**src/sv/assert_macros.svh**
```systemverilog
// Assertion helpers shared by the RTL; clk and rst_n must be in scope.
`ifndef ASSERT_MACROS_SVH
`define ASSERT_MACROS_SVH

// Same-cycle implication.
`define ASSERT_IMP(label, ante, cons, msg) \
  label: assert property (@(posedge clk) disable iff (!rst_n) (ante) |-> (cons)) \
    else $error(msg);

// Next-cycle implication.
`define ASSERT_NEXT(label, ante, cons, msg) \
  label: assert property (@(posedge clk) disable iff (!rst_n) (ante) |=> (cons)) \
    else $error(msg);

`endif

```
**src/sv/rtbc_pkg.sv**
```systemverilog
`timescale 1ns / 1ps
package rtbc_pkg;

  localparam int unsigned OVH_START   = 1910;
  localparam int unsigned OVH_SET     = 1320;
  localparam int unsigned OVH_END     = 960;
  localparam int unsigned OVH_MSRC    = 660;
  localparam int unsigned OVH_TCC     = 590;
  localparam int unsigned OVH_DSS     = 690;
  localparam int unsigned OVH_PRE     = 660;
  localparam int unsigned OVH_FINAL   = 550;
  localparam int unsigned MIN_BUDGET  = 20000;
  // reciprocal of 125 scaled by 2**36, for divides by 1000 after a shift by 3
  localparam logic [29:0] RECIP_125   = 30'd549755814;

  typedef logic [19:0] macro_t;
  typedef macro_t macro_tbl_t [128];

  typedef enum logic [1:0] {
    ST_OK      = 2'd0,
    ST_LOW     = 2'd1,
    ST_SMALL   = 2'd2,
    ST_FIN_OFF = 2'd3
  } status_t;

  typedef struct packed {
    logic tcc;
    logic dss;
    logic msrc;
    logic pre;
    logic fin;
  } flags_t;

  typedef struct packed {
    logic [31:0] cur;
    status_t     status;
    logic [31:0] num;
    macro_t      div;
    logic [15:0] pre_add;
  } qent_t;

  typedef struct packed {
    logic [20:0] rem;
    logic [31:0] n;
    logic [31:0] q;
    macro_t      d;
    logic [31:0] cur;
    status_t     status;
    logic [15:0] pre_add;
  } div_t;

  function automatic macro_tbl_t build_macro_tbl();
    macro_tbl_t      t;
    longint unsigned p;
    longint unsigned v;
    for (int i = 0; i < 128; i++) begin
      p = (2 * (i + 1)) % 256;
      v = (64'd3813120 * p + 500) / 1000;
      t[i] = v[19:0];
    end
    return t;
  endfunction

  // macro period in ns, indexed by the low 7 bits of a period code
  localparam macro_tbl_t MACRO_TBL = build_macro_tbl();

  function automatic logic [15:0] decode_timeout(logic [15:0] code);
    logic [15:0] v;
    v = (code[15:8] < 8'd16) ? (16'(code[7:0]) << code[11:8]) : 16'd0;
    return v + 16'd1;
  endfunction

  // (prod + 500) / 1000, prod already wrapped to 32 bits
  function automatic logic [22:0] us_from_prod(logic [31:0] prod);
    logic [31:0] s;
    logic [58:0] p;
    s = prod + 32'd500;
    p = 59'(s[31:3]) * 59'(RECIP_125);
    return p[58:36];
  endfunction

  function automatic logic [15:0] encode_timeout(logic [15:0] m);
    logic [15:0] ls;
    logic [3:0]  ms;
    logic [15:0] sh;
    ls = m - 16'd1;
    ms = 4'd0;
    for (int k = 8; k < 16; k++) begin
      if (ls[k]) ms = 4'(k - 7);
    end
    sh = ls >> ms;
    return (m == 16'd0) ? 16'd0 : {4'd0, ms, sh[7:0]};
  endfunction

  // four restoring-division steps
  function automatic div_t div4(div_t s);
    div_t r;
    r = s;
    for (int i = 0; i < 4; i++) begin
      r.rem = {r.rem[19:0], r.n[31]};
      r.n   = {r.n[30:0], 1'b0};
      if (r.rem >= 21'(r.d)) begin
        r.rem = r.rem - 21'(r.d);
        r.q   = {r.q[30:0], 1'b1};
      end else begin
        r.q   = {r.q[30:0], 1'b0};
      end
    end
    return r;
  endfunction

endpackage

```
**src/sv/rtbc_fifo.sv**
```systemverilog
`timescale 1ns / 1ps
`include "assert_macros.svh"
module rtbc_fifo (
  input  logic            clk,
  input  logic            rst_n,
  input  logic            push,
  input  rtbc_pkg::qent_t push_data,
  output logic            full,
  input  logic            pop,
  output rtbc_pkg::qent_t pop_data,
  output logic            empty
);

  rtbc_pkg::qent_t mem_r [2];
  logic            wptr_r, rptr_r;
  logic [1:0]      cnt_r;

  assign full     = (cnt_r == 2'd2);
  assign empty    = (cnt_r == 2'd0);
  assign pop_data = mem_r[rptr_r];

  always_ff @(posedge clk) begin
    if (!rst_n) begin
      wptr_r <= 1'b0;
      rptr_r <= 1'b0;
      cnt_r  <= 2'd0;
    end else begin
      if (push) wptr_r <= !wptr_r;
      if (pop)  rptr_r <= !rptr_r;
      cnt_r <= cnt_r + 2'(push) - 2'(pop);
    end
  end

  always_ff @(posedge clk) begin
    if (push) mem_r[wptr_r] <= push_data;
  end

  `ASSERT_IMP(a_no_overflow, push, !full, "push into full queue")
  `ASSERT_IMP(a_no_underflow, pop, !empty, "pop from empty queue")
  `ASSERT_IMP(a_cnt_range, 1'b1, cnt_r <= 2'd2, "queue count out of range")

endmodule

```
**config.mk**
```make
export PLATFORM = sky130hd
export DESIGN_NAME = rtbc_fifo
export DESIGN_NICKNAME = d
export VERILOG_FILES = /design/src/sv/rtbc_pkg.sv /design/src/sv/rtbc_fifo.sv
export VERILOG_INCLUDE_DIRS = /design/src /design/src/sv
export SDC_FILE = /design/constraint.sdc
export NUM_CORES = 1
export LEC_CHECK = 0
export BUFFER_PORTS_ARGS = -buffer_cell sky130_fd_sc_hd__buf_2
export CORE_ASPECT_RATIO = 1.5
export CORE_MARGIN = 2
export CORE_UTILIZATION = 40
export DETAILED_ROUTE_END_ITERATION = 10
export HOLD_SLACK_MARGIN = 0.1
export PLACE_DENSITY = 0.69
export SETUP_SLACK_MARGIN = 0.15
export SYNTH_ARGS = -nofsm -noshare
export SYNTH_HDL_FRONTEND = slang
export SYNTH_SLANG_ARGS = --single-unit
```
**constraint.sdc**
```tcl
create_clock -name clk -period 11.6 [get_ports clk]
set_clock_uncertainty 0.05 [all_clocks]
set_input_delay 2.32 -clock clk [delete_from_list [all_inputs] [get_ports clk]]
set_output_delay 2.32 -clock clk [all_outputs]
set_load 0.02 [all_outputs]
```
# Yosys cells after proc, flatten, opt, wreduce, memory -nomap -nowiden
# Memory sizes are Yosys's and may differ from the RTL's. A register that Yosys moved wholly into a read port is not among the register bits.
# Cells that the tools add are included.
op_classes:
  addsub: 2
  eq_ne: 1
  n_mux: 4
  n_reduce_logical: 3
op_table:
  columns: ["op", "n"]
  rows:
  - ["$mux W1", 4]
  - ["$add A2 B1 Y2", 1]
  - ["$eq A2 B2 Y1 const B", 1]
  - ["$logic_not A1 Y1", 2]
  - ["$logic_not A2 Y1", 1]
  - ["$sub A2 B1 Y2", 1]
word_totals:
  reg_bits: 4
  ramBits: 204
  input_bits: 106
  output_inout_bits: 104
  memories: 1
mem_list:
  columns: ["memory", "words", "word_bits", "rd", "rd_ports_with_merged_regs", "wr", "line", "rtl"]
  rows:
  - ["mem_r", 2, 102, 1, 1, 1, "rtbc_fifo.sv:14", "rtbc_pkg::qent_t mem_r [2];"]

# Depth between registers and ports, before layout
logic_depth:
  ltp_word: 3
  ltp_mapped: 6
  ltp_nobuf: 6

# Worst setup path before layout
# Ideal clock, no wire load.
synth_path:
  path_type: "input to register"
  startpoint: "input push"
  endpoint: "memory mem_r[0][0] (netlist bit), enable pin"
  setup_time_ns: 0.576
  arrival_ns: 6.789
  required_ns: 10.974
  path_slack_ns: 4.185
  stages: 1
  cell_sequence: "nor2b_1"
synth_via:
  elab_chain_cells: 2
synth_lines:
  columns: ["item", "line", "rtl"]
  rows:
  - ["start, declared", "rtbc_fifo.sv:6", "input logic push,"]
  - ["$mux W1", "rtbc_fifo.sv:35", "if (push) mem_r[wptr_r] <= push_data;"]
  - ["$mux W1 (not written as such)", "rtbc_fifo.sv:35", null]
  - ["end, declared", "rtbc_fifo.sv:14", null]
# Every way passes these cells.

==> results.txt <==
Status = finished, final reports clean
VDD IR max = 0.113 mV
Syn nets = 446
Die height = 176 um
Top cells by area, synth = edfxtp_1 (77%), mux2_4 (15%), mux2_2 (3.1%)
Detail Route Antenna Nets = 0
Synth area leader = edfxtp_1
DR iter-0 viols = 246
Arrival @ worst endpoint = 2.43 ns
Compound-Gate Fraction of Synth Area = 0.000949
Type of the most critical hold path = register to register
Minimum clock period = 4.80 ns
Routed len/inst = 16.7 um
Initial Util = 0.405
Num ports = 210
Largest net degree at the start of global routing = 66
Port Buffers = 209
CP Max Fanout = 37
Largest family of logic cells by synthesized area = multiplexers
Yosys warnings = 0
Antenna violations before repair = 2
Endpoints failing setup = 0
Vias per cell = 4.65
Critical path endpoint category = output port
Placed Cells = 801
XOR/XNOR share of the synthesized area = 0.00396
Htree depth = 1
Die X-Extent = 119 um
Layout cells sized above 1 = 0.595
Core area = 0.0195 mm^2
Yosys reg bits = 209
Hpwl dp = 9620 um
Sequential fraction of the synthesis area = 0.787
Top post-synthesis cells by count = edfxtp_1 (204), mux2_4 (80), mux2_2 (22), buf_6 (8), dfxtp_1 (5)
F_max = 208 MHz
Number of global-route vias before repair = 4192
Setup TNS = 0 ns
CP Data Required Time = 9.23 ns
Final wirelength = 13900 um
Fin crit share = 0.414
Layout Nets = 671
Final Non-Filler Cells = 837
Slew @ Worst Pin = 0.861 ns
Max-slew violations = 0
Root Buffer = clkbuf_16
Die ar. = 0.0209 mm^2
RSZ-0062 raised after global routing = false
Hold Vio Cnt, Final = 0
Synth Area in Simple Gates = 0.00680
Slew headroom = 0.426
Clock transition at path regs = 0.06 ns
Number of remaining DRC errors = 0
Gate Count Post-Synth = 338
Layout area overhead = 24.1%
Synthesized area per cell = 23.4 um^2
Worst skew pair latency = 0.47 ns
First-pass GRT wire length = 21400 um
Leakage = 3.84 nW
CP Launch Type = register
Max-Cap Viols = 0
Post_cts resized = 0
Pre-CTS setup slack = 7.25 ns
Post-synthesis mux area share = 0.183
Clock Sinks = 209
Top cell type's share of synthesized area = 0.775
Worst Setup Slack, final = 6.80 ns
Post-CTS setup repair buffer count = 0
Most common cell in the netlist = edfxtp_1
Cell Area, Synth = 0.00791 mm^2
Pwr dens = 172 mW/mm^2
Adder-Cell Fraction of Synth Area = 0.00316
Max clock buf depth = 3
Vias = 3895
Ys async rst share = 0
Hold Buf Count CTS = 0
Remaining global-route overflow = 0
CTS buffer count = 20
First-pass DRT Iterations = 4
Ys flop type = edfxtp_1
GP Congestion = 0.710
Site Rows = 63
Setup CP Type = register to output port
Post-synth EDFFs = 204
Total GRT Usage = 0.130
CTS tree = done
Netlist cell types = 15
[registers in the layout, summed over array words and instances, names as in the netlist, named ones only]
register,cells
mem_r,204
wptr_r,1
rptr_r,1
cnt_r,2
[placed cells by master (no fill, tap or decap), drive strengths merged]
cell type    n
edfxtp     204
dfxtp        5
o21a         1
ha           2
nor2b        4
clkbuf      27
and2         4
diode        2
clkinv       6
nor2         1
buf        214
xnor3        1
mux2       102
xor2         1
inv          3
[worst paths after layout]
| check | start | endpoint | slack, ns | cells after the start |
|---|---|---|---|---|
| max | register | pop_data[8] | 6.80 | 3 |
| min | rptr_r$_SDFFE_PN0P_ | register | 0.54 | 2 |
| max reg2reg | wptr_r$_SDFFE_PN0P_ | mem_r[1][85]$_DFFE_PP_ | 9.48 | 2 |
| min reg2reg | rptr_r$_SDFFE_PN0P_ | register | 0.54 | 2 |
[worst max-delay path, stage by stage (launching register included)]
cell and delay (ns):
dfxtp_4 0.73, buf_4 0.62, mux2_2 0.41, buf_2 0.16
[per-layer routing]
metal	global-route usage	wire, um	vias to the layer above
li1	-	-	1791
met2	0.240	7570	156
met4	0.0561	492	0
met3	0.0401	1090	37
met1	0.133	4780	1911
met5	0	0	-
[kinds of logic after synthesis]
| kind of cell | count (synthesis) |
|---|---|
| AOI/OAI and AO/OA | 1 |
| xor gates and xnor gates | 2 |
| adders and majority gates | 2 |
| buffers and inverters | 13 |
| DFF | 209 |
| muxes | 102 |
| and+or+nand+nor | 9 |
[report_power, final]
group	switching (mW)	leakage [nW]	internal [mW]
combinational	0.116	1.60	0.0993
sequential	0.0160	1.96	0.874
clock	0.247	0.284	0.331
total	0.379	3.84	1.30
[final cells by class]
type / count / area, um^2
inverters: 2 / 7.51
flip-flops and latches: 209 / 6230
well taps: 260 / 325
clock buffers: 27 / 548
diodes: 2 / 5.00
clock inverters: 7 / 35.0
fillers: 1669 / 9740
multi-input cells: 116 / 1580
repair buffers: 214 / 1080
[per-stage QoR]
| stage | total power, mW | hold WS (ns) | area (um^2) | util |
|---|---|---|---|---|
| floorplan | 1.06 | 0.505 | 7910 | - |
| global placement | 1.12 | 0.511 | 9220 | 0.472 |
| detailed placement | 1.12 | 0.520 | 9220 | 0.472 |
| CTS | 1.71 | 0.541 | 9810 | 0.502 |
| global route | 1.75 | 0.566 | 9810 | 0.502 |
| finish | 1.68 | 0.545 | 9810 | 0.502 |
Note: power is estimated with default switching activity, not from simulation.
