--- config.mk ---
export PLATFORM = sky130hd
export DESIGN_NAME = rtbc_back_flat
export DESIGN_NICKNAME = d
export VERILOG_FILES = /design/src/sv/rtbc_pkg.sv /design/src/sv/rtbc_if.sv /design/src/sv/rtbc_back.sv /design/src/flat_wrapper.sv
export VERILOG_INCLUDE_DIRS = /design/src /design/src/sv
export SDC_FILE = /design/constraint.sdc
export NUM_CORES = 2
export LEC_CHECK = 0
export BUFFER_PORTS_ARGS = -buffer_cell sky130_fd_sc_hd__buf_2
export CAP_MARGIN = 25
export CELL_PAD_IN_SITES_DETAIL_PLACEMENT = 2
export CELL_PAD_IN_SITES_GLOBAL_PLACEMENT = 2
export CORE_MARGIN = 2
export CORE_UTILIZATION = 30
export DETAILED_ROUTE_END_ITERATION = 7
export GPL_TIMING_DRIVEN = 0
export PLACE_DENSITY = 0.6
export SLEW_MARGIN = 20
export SYNTH_ARGS = -nofsm -noshare
export SYNTH_HDL_FRONTEND = slang
export SYNTH_SLANG_ARGS = --single-unit
--- constraint.sdc ---
create_clock -name clk -period 31.1 [get_ports clk]
set_input_delay 6.22 -clock clk [delete_from_list [all_inputs] [get_ports clk]]
set_output_delay 6.22 -clock clk [all_outputs]
set_load 0.02 [all_outputs]
--- src/sv/assert_macros.svh ---
// Assertion helpers shared by the RTL; clk and rst_n must be in scope.
`ifndef ASSERT_MACROS_SVH
`define ASSERT_MACROS_SVH

// Same-cycle implication.
`define ASSERT_IMP(label, ante, cons, msg) \
  label: assert property (@(posedge clk) disable iff (!rst_n) (ante) |-> (cons)) \
    else $error(msg);

// Next-cycle implication.
`define ASSERT_NEXT(label, ante, cons, msg) \
  label: assert property (@(posedge clk) disable iff (!rst_n) (ante) |=> (cons)) \
    else $error(msg);

`endif

--- src/sv/rtbc_pkg.sv ---
`timescale 1ns / 1ps
package rtbc_pkg;

  localparam int unsigned OVH_START   = 1910;
  localparam int unsigned OVH_SET     = 1320;
  localparam int unsigned OVH_END     = 960;
  localparam int unsigned OVH_MSRC    = 660;
  localparam int unsigned OVH_TCC     = 590;
  localparam int unsigned OVH_DSS     = 690;
  localparam int unsigned OVH_PRE     = 660;
  localparam int unsigned OVH_FINAL   = 550;
  localparam int unsigned MIN_BUDGET  = 20000;
  // reciprocal of 125 scaled by 2**36, for divides by 1000 after a shift by 3
  localparam logic [29:0] RECIP_125   = 30'd549755814;

  typedef logic [19:0] macro_t;
  typedef macro_t macro_tbl_t [128];

  typedef enum logic [1:0] {
    ST_OK      = 2'd0,
    ST_LOW     = 2'd1,
    ST_SMALL   = 2'd2,
    ST_FIN_OFF = 2'd3
  } status_t;

  typedef struct packed {
    logic tcc;
    logic dss;
    logic msrc;
    logic pre;
    logic fin;
  } flags_t;

  typedef struct packed {
    logic [31:0] cur;
    status_t     status;
    logic [31:0] num;
    macro_t      div;
    logic [15:0] pre_add;
  } qent_t;

  typedef struct packed {
    logic [20:0] rem;
    logic [31:0] n;
    logic [31:0] q;
    macro_t      d;
    logic [31:0] cur;
    status_t     status;
    logic [15:0] pre_add;
  } div_t;

  function automatic macro_tbl_t build_macro_tbl();
    macro_tbl_t      t;
    longint unsigned p;
    longint unsigned v;
    for (int i = 0; i < 128; i++) begin
      p = (2 * (i + 1)) % 256;
      v = (64'd3813120 * p + 500) / 1000;
      t[i] = v[19:0];
    end
    return t;
  endfunction

  // macro period in ns, indexed by the low 7 bits of a period code
  localparam macro_tbl_t MACRO_TBL = build_macro_tbl();

  function automatic logic [15:0] decode_timeout(logic [15:0] code);
    logic [15:0] v;
    v = (code[15:8] < 8'd16) ? (16'(code[7:0]) << code[11:8]) : 16'd0;
    return v + 16'd1;
  endfunction

  // (prod + 500) / 1000, prod already wrapped to 32 bits
  function automatic logic [22:0] us_from_prod(logic [31:0] prod);
    logic [31:0] s;
    logic [58:0] p;
    s = prod + 32'd500;
    p = 59'(s[31:3]) * 59'(RECIP_125);
    return p[58:36];
  endfunction

  function automatic logic [15:0] encode_timeout(logic [15:0] m);
    logic [15:0] ls;
    logic [3:0]  ms;
    logic [15:0] sh;
    ls = m - 16'd1;
    ms = 4'd0;
    for (int k = 8; k < 16; k++) begin
      if (ls[k]) ms = 4'(k - 7);
    end
    sh = ls >> ms;
    return (m == 16'd0) ? 16'd0 : {4'd0, ms, sh[7:0]};
  endfunction

  // four restoring-division steps
  function automatic div_t div4(div_t s);
    div_t r;
    r = s;
    for (int i = 0; i < 4; i++) begin
      r.rem = {r.rem[19:0], r.n[31]};
      r.n   = {r.n[30:0], 1'b0};
      if (r.rem >= 21'(r.d)) begin
        r.rem = r.rem - 21'(r.d);
        r.q   = {r.q[30:0], 1'b1};
      end else begin
        r.q   = {r.q[30:0], 1'b0};
      end
    end
    return r;
  endfunction

endpackage

--- src/sv/rtbc_if.sv ---


interface rtbc_out_if;
  logic        valid;
  logic        ready;
  logic [31:0] current_budget_us;
  logic [15:0] new_final_timeout_code;
  logic [1:0]  set_status;

  modport source (output valid, current_budget_us, new_final_timeout_code, set_status,
                  input ready);
  modport sink (input valid, current_budget_us, new_final_timeout_code, set_status,
                output ready);
endinterface

--- src/sv/rtbc_back.sv ---
`timescale 1ns / 1ps
`include "assert_macros.svh"
module rtbc_back (
  input  logic            clk,
  input  logic            rst_n,
  input  rtbc_pkg::qent_t head,
  input  logic            empty,
  output logic            pop,
  rtbc_out_if.source      out_ch
);

  rtbc_pkg::div_t    st_r [8];
  logic [7:0]        vb_r;
  logic              out_valid_r;
  logic [31:0]       cur_r;
  logic [15:0]       code_r;
  rtbc_pkg::status_t status_r;

  rtbc_pkg::div_t init;
  logic [31:0]    m;
  logic           en;

  assign en  = !out_valid_r || out_ch.ready;
  assign pop = en && !empty;

  always_comb begin
    init.rem     = '0;
    init.n       = head.num;
    init.q       = '0;
    init.d       = head.div;
    init.cur     = head.cur;
    init.status  = head.status;
    init.pre_add = head.pre_add;
    m = st_r[7].q + 32'(st_r[7].pre_add);
  end

  always_ff @(posedge clk) begin
    if (!rst_n) begin
      vb_r        <= '0;
      out_valid_r <= 1'b0;
    end else if (en) begin
      vb_r        <= {vb_r[6:0], !empty};
      out_valid_r <= vb_r[7];
    end
  end

  always_ff @(posedge clk) begin
    if (en) begin
      st_r[0] <= rtbc_pkg::div4(init);
      for (int k = 1; k < 8; k++) st_r[k] <= rtbc_pkg::div4(st_r[k-1]);
      cur_r    <= st_r[7].cur;
      status_r <= st_r[7].status;
      code_r   <= (st_r[7].status == rtbc_pkg::ST_OK) ?
                  rtbc_pkg::encode_timeout(m[15:0]) : 16'd0;
    end
  end

  assign out_ch.valid                  = out_valid_r;
  assign out_ch.current_budget_us      = cur_r;
  assign out_ch.new_final_timeout_code = code_r;
  assign out_ch.set_status             = status_r;

  `ASSERT_IMP(a_code_on_fail, out_valid_r && status_r != rtbc_pkg::ST_OK, code_r == 16'd0,
              "timeout code set on failed status")

endmodule

--- src/flat_wrapper.sv ---
// flat-port wrapper written by rule: the top's interface ports become plain ports
module rtbc_back_flat 
  (clk, rst_n, head, empty, pop, out_ch_valid, out_ch_current_budget_us, out_ch_new_final_timeout_code, out_ch_set_status, out_ch_ready);
  rtbc_out_if out_ch_i ();
  input  logic clk;
  input  logic rst_n;
  input  rtbc_pkg::qent_t head;
  input  logic empty;
  output logic pop;
  output wire logic [$bits(out_ch_i.valid)-1:0] out_ch_valid;
  output wire logic [$bits(out_ch_i.current_budget_us)-1:0] out_ch_current_budget_us;
  output wire logic [$bits(out_ch_i.new_final_timeout_code)-1:0] out_ch_new_final_timeout_code;
  output wire logic [$bits(out_ch_i.set_status)-1:0] out_ch_set_status;
  input wire logic [$bits(out_ch_i.ready)-1:0] out_ch_ready;
  assign out_ch_valid = out_ch_i.valid;
  assign out_ch_current_budget_us = out_ch_i.current_budget_us;
  assign out_ch_new_final_timeout_code = out_ch_i.new_final_timeout_code;
  assign out_ch_set_status = out_ch_i.set_status;
  assign out_ch_i.ready = out_ch_ready;
  rtbc_back u_core (.clk(clk), .rst_n(rst_n), .head(head), .empty(empty), .pop(pop), .out_ch(out_ch_i));
endmodule
### After elaboration in Yosys (flattened, before gate mapping)

Memory sizes are Yosys's and may differ from the RTL's.
Index checks and enable logic that the tools add are counted.

* output and inout port bits: 52
* bits of input ports: 106
* bits in writable memories: 1208
* logic and storage cells: 197
* register bits after elaboration: 59
* memories: 1

Memories
* u_core.st_r: words 8, width 151, rd ports 8, clocked after memory_dff 0, write ports 8, line rtbc_back.sv:12 `rtbc_pkg::div_t st_r [8];`

* shift operators: 1
* magnitude comparators: 32
* bitwise operators: 1
* muxes and demuxes: 115
* reduce and logical (&&, ||, !) cells: 7
* $add $sub $neg: 34

Operators by type and width (number)
* $mux W20: 48
* $ge A21 B20 Y1: 31
* $sub A20 B20 Y20: 23
* $mux W21: 16
* $mux W32: 8
* $sub A21 B20 Y21: 8
* $mux W1: 35
* $ge A1 B20 Y1: 1
* $sub A1 B20 Y20: 1
* $add A16 B16 Y16: 1
* $logic_not A16 Y1: 1
* $shr A16 B4 Y8: 1
* $sub A16 B1 Y16 const B: 1
* $mux W3: 4
* $mux W4: 2
* $mux W2: 2
* $logic_not A1 Y1: 2
* $logic_not A2 Y1: 1
* $reduce_or A2 Y1: 1
* $logic_and A1 B1 Y1: 1
* $logic_or A1 B1 Y1: 1
* $not A1 Y1: 1

### Logic depth before layout (Yosys ltp)

An unclocked memory read counts as a cell.

* depth in word-level cells: 13
* depth in mapped cells: 59

### Worst setup path before layout

No wires, ideal clock.

* path kind: in2reg
* start point: input port out_ch_ready
* end point: register u_core.cur_r[0] (netlist: u_core.out_ch.current_budget_us[0]) (read register of u_core.st_r) (enable)
* setup time: 6800 ps
* data arrival time: 22605 ps
* required time: 24300 ps
* buffers on the path: 1
* stages: 3
* slack: 1694 ps
* cell sequence: nor2b_1 clkbuf_1 clkinv_1

* cells in the longest elaborated chain, start to end: 1

Ends and longest elaborated chain
* start, declared: line flat_wrapper.sv:14 `input wire logic [$bits(out_ch_i.ready)-1:0] out_ch_ready;`
* $logic_or A1 B1 Y1: line rtbc_back.sv:23 `assign en = !out_valid_r || out_ch.ready;`
* end, declared: line rtbc_back.sv:15 `logic [31:0] cur_r;`

Every way passes these cells.
A chain may end at the register's enable or synchronous reset.

==> results.sh <==
export IMPL_routed_wirelength_mm=213
export IMPL_hold_class="reg2reg"
export IMPL_finalWorstSetupSlack_ps=11450
export IMPL_worstPathArrival_ps=20120
export IMPL_crit_buf_inv=11
export IMPL_reg2regPathDepth=53
export IMPL_grt_first_pass_wirelength_mm=325
export IMPL_die_h_um=465
export IMPL_ys_flop_type="edfxtp_1"
export IMPL_antenna_found_initial=10
export IMPL_cp_max_fo=10
export IMPL_grt_pass1_vias=53600
export IMPL_grtUsageMet3_pct=2.38
export IMPL_crit_top_cell="clkbuf_1"
export IMPL_worst_pin_slew_ps=969
export IMPL_hold_buffers=0
export IMPL_coreArea_um2=212000
export IMPL_post_route_period_util_pct=63.2
export IMPL_clk_pin_slew_worst_paths_ps=60
export IMPL_nFillCells=22900
export IMPL_gp_congestion=0.848
export IMPL_vias=49500
export IMPL_crit_path_start_kind="primary input"
export IMPL_synth_seq_cells=887
export IMPL_multi_input_area_um2=35100
export IMPL_cts_resized=0
export IMPL_drt_iter0_markers=2158
export IMPL_cts_root_buffer="clkbuf_16"
export IMPL_holdWs_ps=372
export IMPL_cts_buffer_depth=3
export IMPL_rows=169
export IMPL_seq_area_um2=26500
export IMPL_slew_violations=0
export IMPL_initial_core_util_pct=30.1
export IMPL_end_kind="flop"
export IMPL_hold_viol_final=0
export IMPL_cts_max_level=3
export IMPL_synth_area_um2=63800
export IMPL_synthCells=6221
export IMPL_ios=158
export IMPL_drive_above_1_share_pct=8.70
export IMPL_setup_viol=0
export IMPL_dr_pass1_iters=5
export IMPL_setup_worst_path_class="in2reg"
export IMPL_top_usage_layer="met2"
export IMPL_cts_buffers=107
export IMPL_cts_tree="yes"
export IMPL_die_w_um=465
export IMPL_min_path_cells=0
export IMPL_post_drt_via_cell_ratio=5.25
export IMPL_io_buffers=153
export IMPL_postCtsSetupBuffers=0
export IMPL_status="finished clean"
export IMPL_ys_async_sr_fraction_pct=0
export IMPL_slew_headroom_pct=34.7
export IMPL_cp_required_ps=31570
export IMPL_ys_warn_count=0
export IMPL_overflow=0
export IMPL_grt_util_met1_pct=25.6
export IMPL_fin_nets=7278
export IMPL_ant_nets=0
export IMPL_fin_crit_ps=19650
export IMPL_critPathLaunch="head[16]"
export IMPL_pre_cts_slack_ps=10830
export IMPL_regToRegSetupSlack_ps=14700
export IMPL_r2r_start="u_core.st_r[1][202]"
export IMPL_skew_ps=63.8
export IMPL_grt_max_degree=90
export IMPL_hpwl_mm=173
export IMPL_yosysUniqueCellTypes=102
export IMPL_wire_per_inst_um=22.6
export IMPL_syn_avg_cell_area_um2=10.3
export IMPL_rsz0062_at_grt="false"
export IMPL_clk_latency_ps=790
export IMPL_synth_edf_count=878
export IMPL_grt_use_met2_pct=33.2
export IMPL_crit_family="compound AO/OA/AOI/OAI gates"
export IMPL_path_depth=50
export IMPL_area_growth_pct=13.3
export IMPL_drc=0
export IMPL_slowest_delay_ps=530
export IMPL_critPathCapture="u_core.st_r[0][134]"
export IMPL_max_cap_violations=0
export IMPL_regToRegEndpoint="u_core.st_r[1][439]"
export IMPL_ys_seq_area_share_pct=41.6
export IMPL_fmax_mhz=50.9
export IMPL_clkSinkCount=887
export IMPL_grt_use_total_pct=19.3
export IMPL_slowest_stage="clkbuf_1"
export IMPL_die_area_um2=216000
[worst reg2reg max path, delay by kind of cell (launching register included)]
kind	cells	cell delay, ps
AO/OA/AOI/OAI	31	8350
adder cells (fa/ha/maj)	4	1500
buffers and inverters	7	2790
flip-flops	1	660
multiplexers	1	450
AND/OR/NAND/NOR	10	2380
[cell usage after synthesis, drive strengths merged (72+ instances only)]
library cell,count,area share (%)
xor2,159,2.2
nand2b,79,0.77
mux2i,89,1.4
o21ai,388,3.0
nor2b,101,0.99
inv,441,2.6
ha,639,13
a21oi,499,3.9
edfxtp,878,41
nor2,390,2.3
o21a,77,0.91
nor3,114,0.90
nand4,84,0.82
clkbuf,72,0.42
xnor2,312,4.3
nand2,433,2.6
mux2,211,3.7
a21o,238,2.8
nand3,92,0.73
o21bai,77,0.91
[flip-flops by register name, summed over array words and instances (netlist names)]
name                                  count
u_core.out_ch.current_budget_us          32
u_core.out_ch.new_final_timeout_code     12
u_core.out_ch.set_status                  2
u_core.out_ch.valid                       1
u_core.st_r                             832
u_core.vb_r                               8
[metrics by stage]
step	util [%]	instances	TNS, ps	area, um2
5_1_grt	34.1	9418	0	72300
3_3_place_gp	32.2	9198	-7428330	68100
3_5_place_dp	32.3	9212	0	68500
2_1_floorplan	-	6224	0	63800
4_1_cts	34.1	9415	0	72300
6_report	34.1	9420	0	72300
[layout by cell type (no fill, tap or decap), types with 91 or more instances in the layout]
cell type  count
mux2_2       138
nor2b_1      101
xnor2_1      312
edfxtp_1     878
clkbuf_16    107
xor2_1       158
a21o_1       238
nand3_1       91
nor2_1       390
o21ai_0      310
nor3_1       113
inv_1        431
ha_1         639
buf_2        177
nand2_1      431
a21oi_1      496
[metal layers]
metal | part of all wire [%] | vias up
met3 | 2.7 | 231
met2 | 48 | 531
met1 | 47 | 24900
met5 | 0.0061 | -
li1 | - | 23800
met4 | 2.6 | 2
[worst min-delay path by stage]
stage / end / startpoint / slack, ps
2_1_floorplan: u_core.out_ch.current_budget_us[0] / u_core.st_r[1][471] / 400
3_3_place_gp: u_core.st_r[1][487] / u_core.st_r[1][336] / 400
3_5_place_dp: u_core.st_r[0][167] / u_core.st_r[0][16] / 410
4_1_cts: u_core.st_r[1][309] / u_core.st_r[1][158] / 360
5_1_grt: u_core.st_r[1][309] / u_core.st_r[1][158] / 370
6_report: u_core.st_r[1][309] / u_core.st_r[1][158] / 370
[logic make-up (layout without fill, tap and decap cells)]
group                      count (synthesis)  count (layout)  share of synthesized area [%]
other                                      1               7                        0.00588
buffers and inverters                    555             927                           3.36
xor gates and xnor gates                 471             471                           6.48
and+or+nand+nor                         1556            1556                           11.9
AOI/OAI and AO/OA                       1781            1781                           18.1
DFF                                      887             887                           41.6
muxes                                    300             300                           5.12
adders and majority gates                670             670                           13.5
[final cells by class]
| class | count | area share (%) |
|---|---|---|
| Antenna cell | 3 | 0.0104 |
| Buffer | 110 | 0.660 |
| Inverter | 445 | 2.32 |
| Clock buffer | 120 | 3.77 |
| Timing Repair Buffer | 169 | 1.52 |
| Sequential cell | 887 | 36.7 |
| Clock inverter | 83 | 1.50 |
| Tap cell | 2821 | 4.88 |
| Multi-Input combinational cell | 4782 | 48.6 |
Power is not shown: default switching activity piles up to over one toggle a cycle in this logic, so the estimate is an artifact.
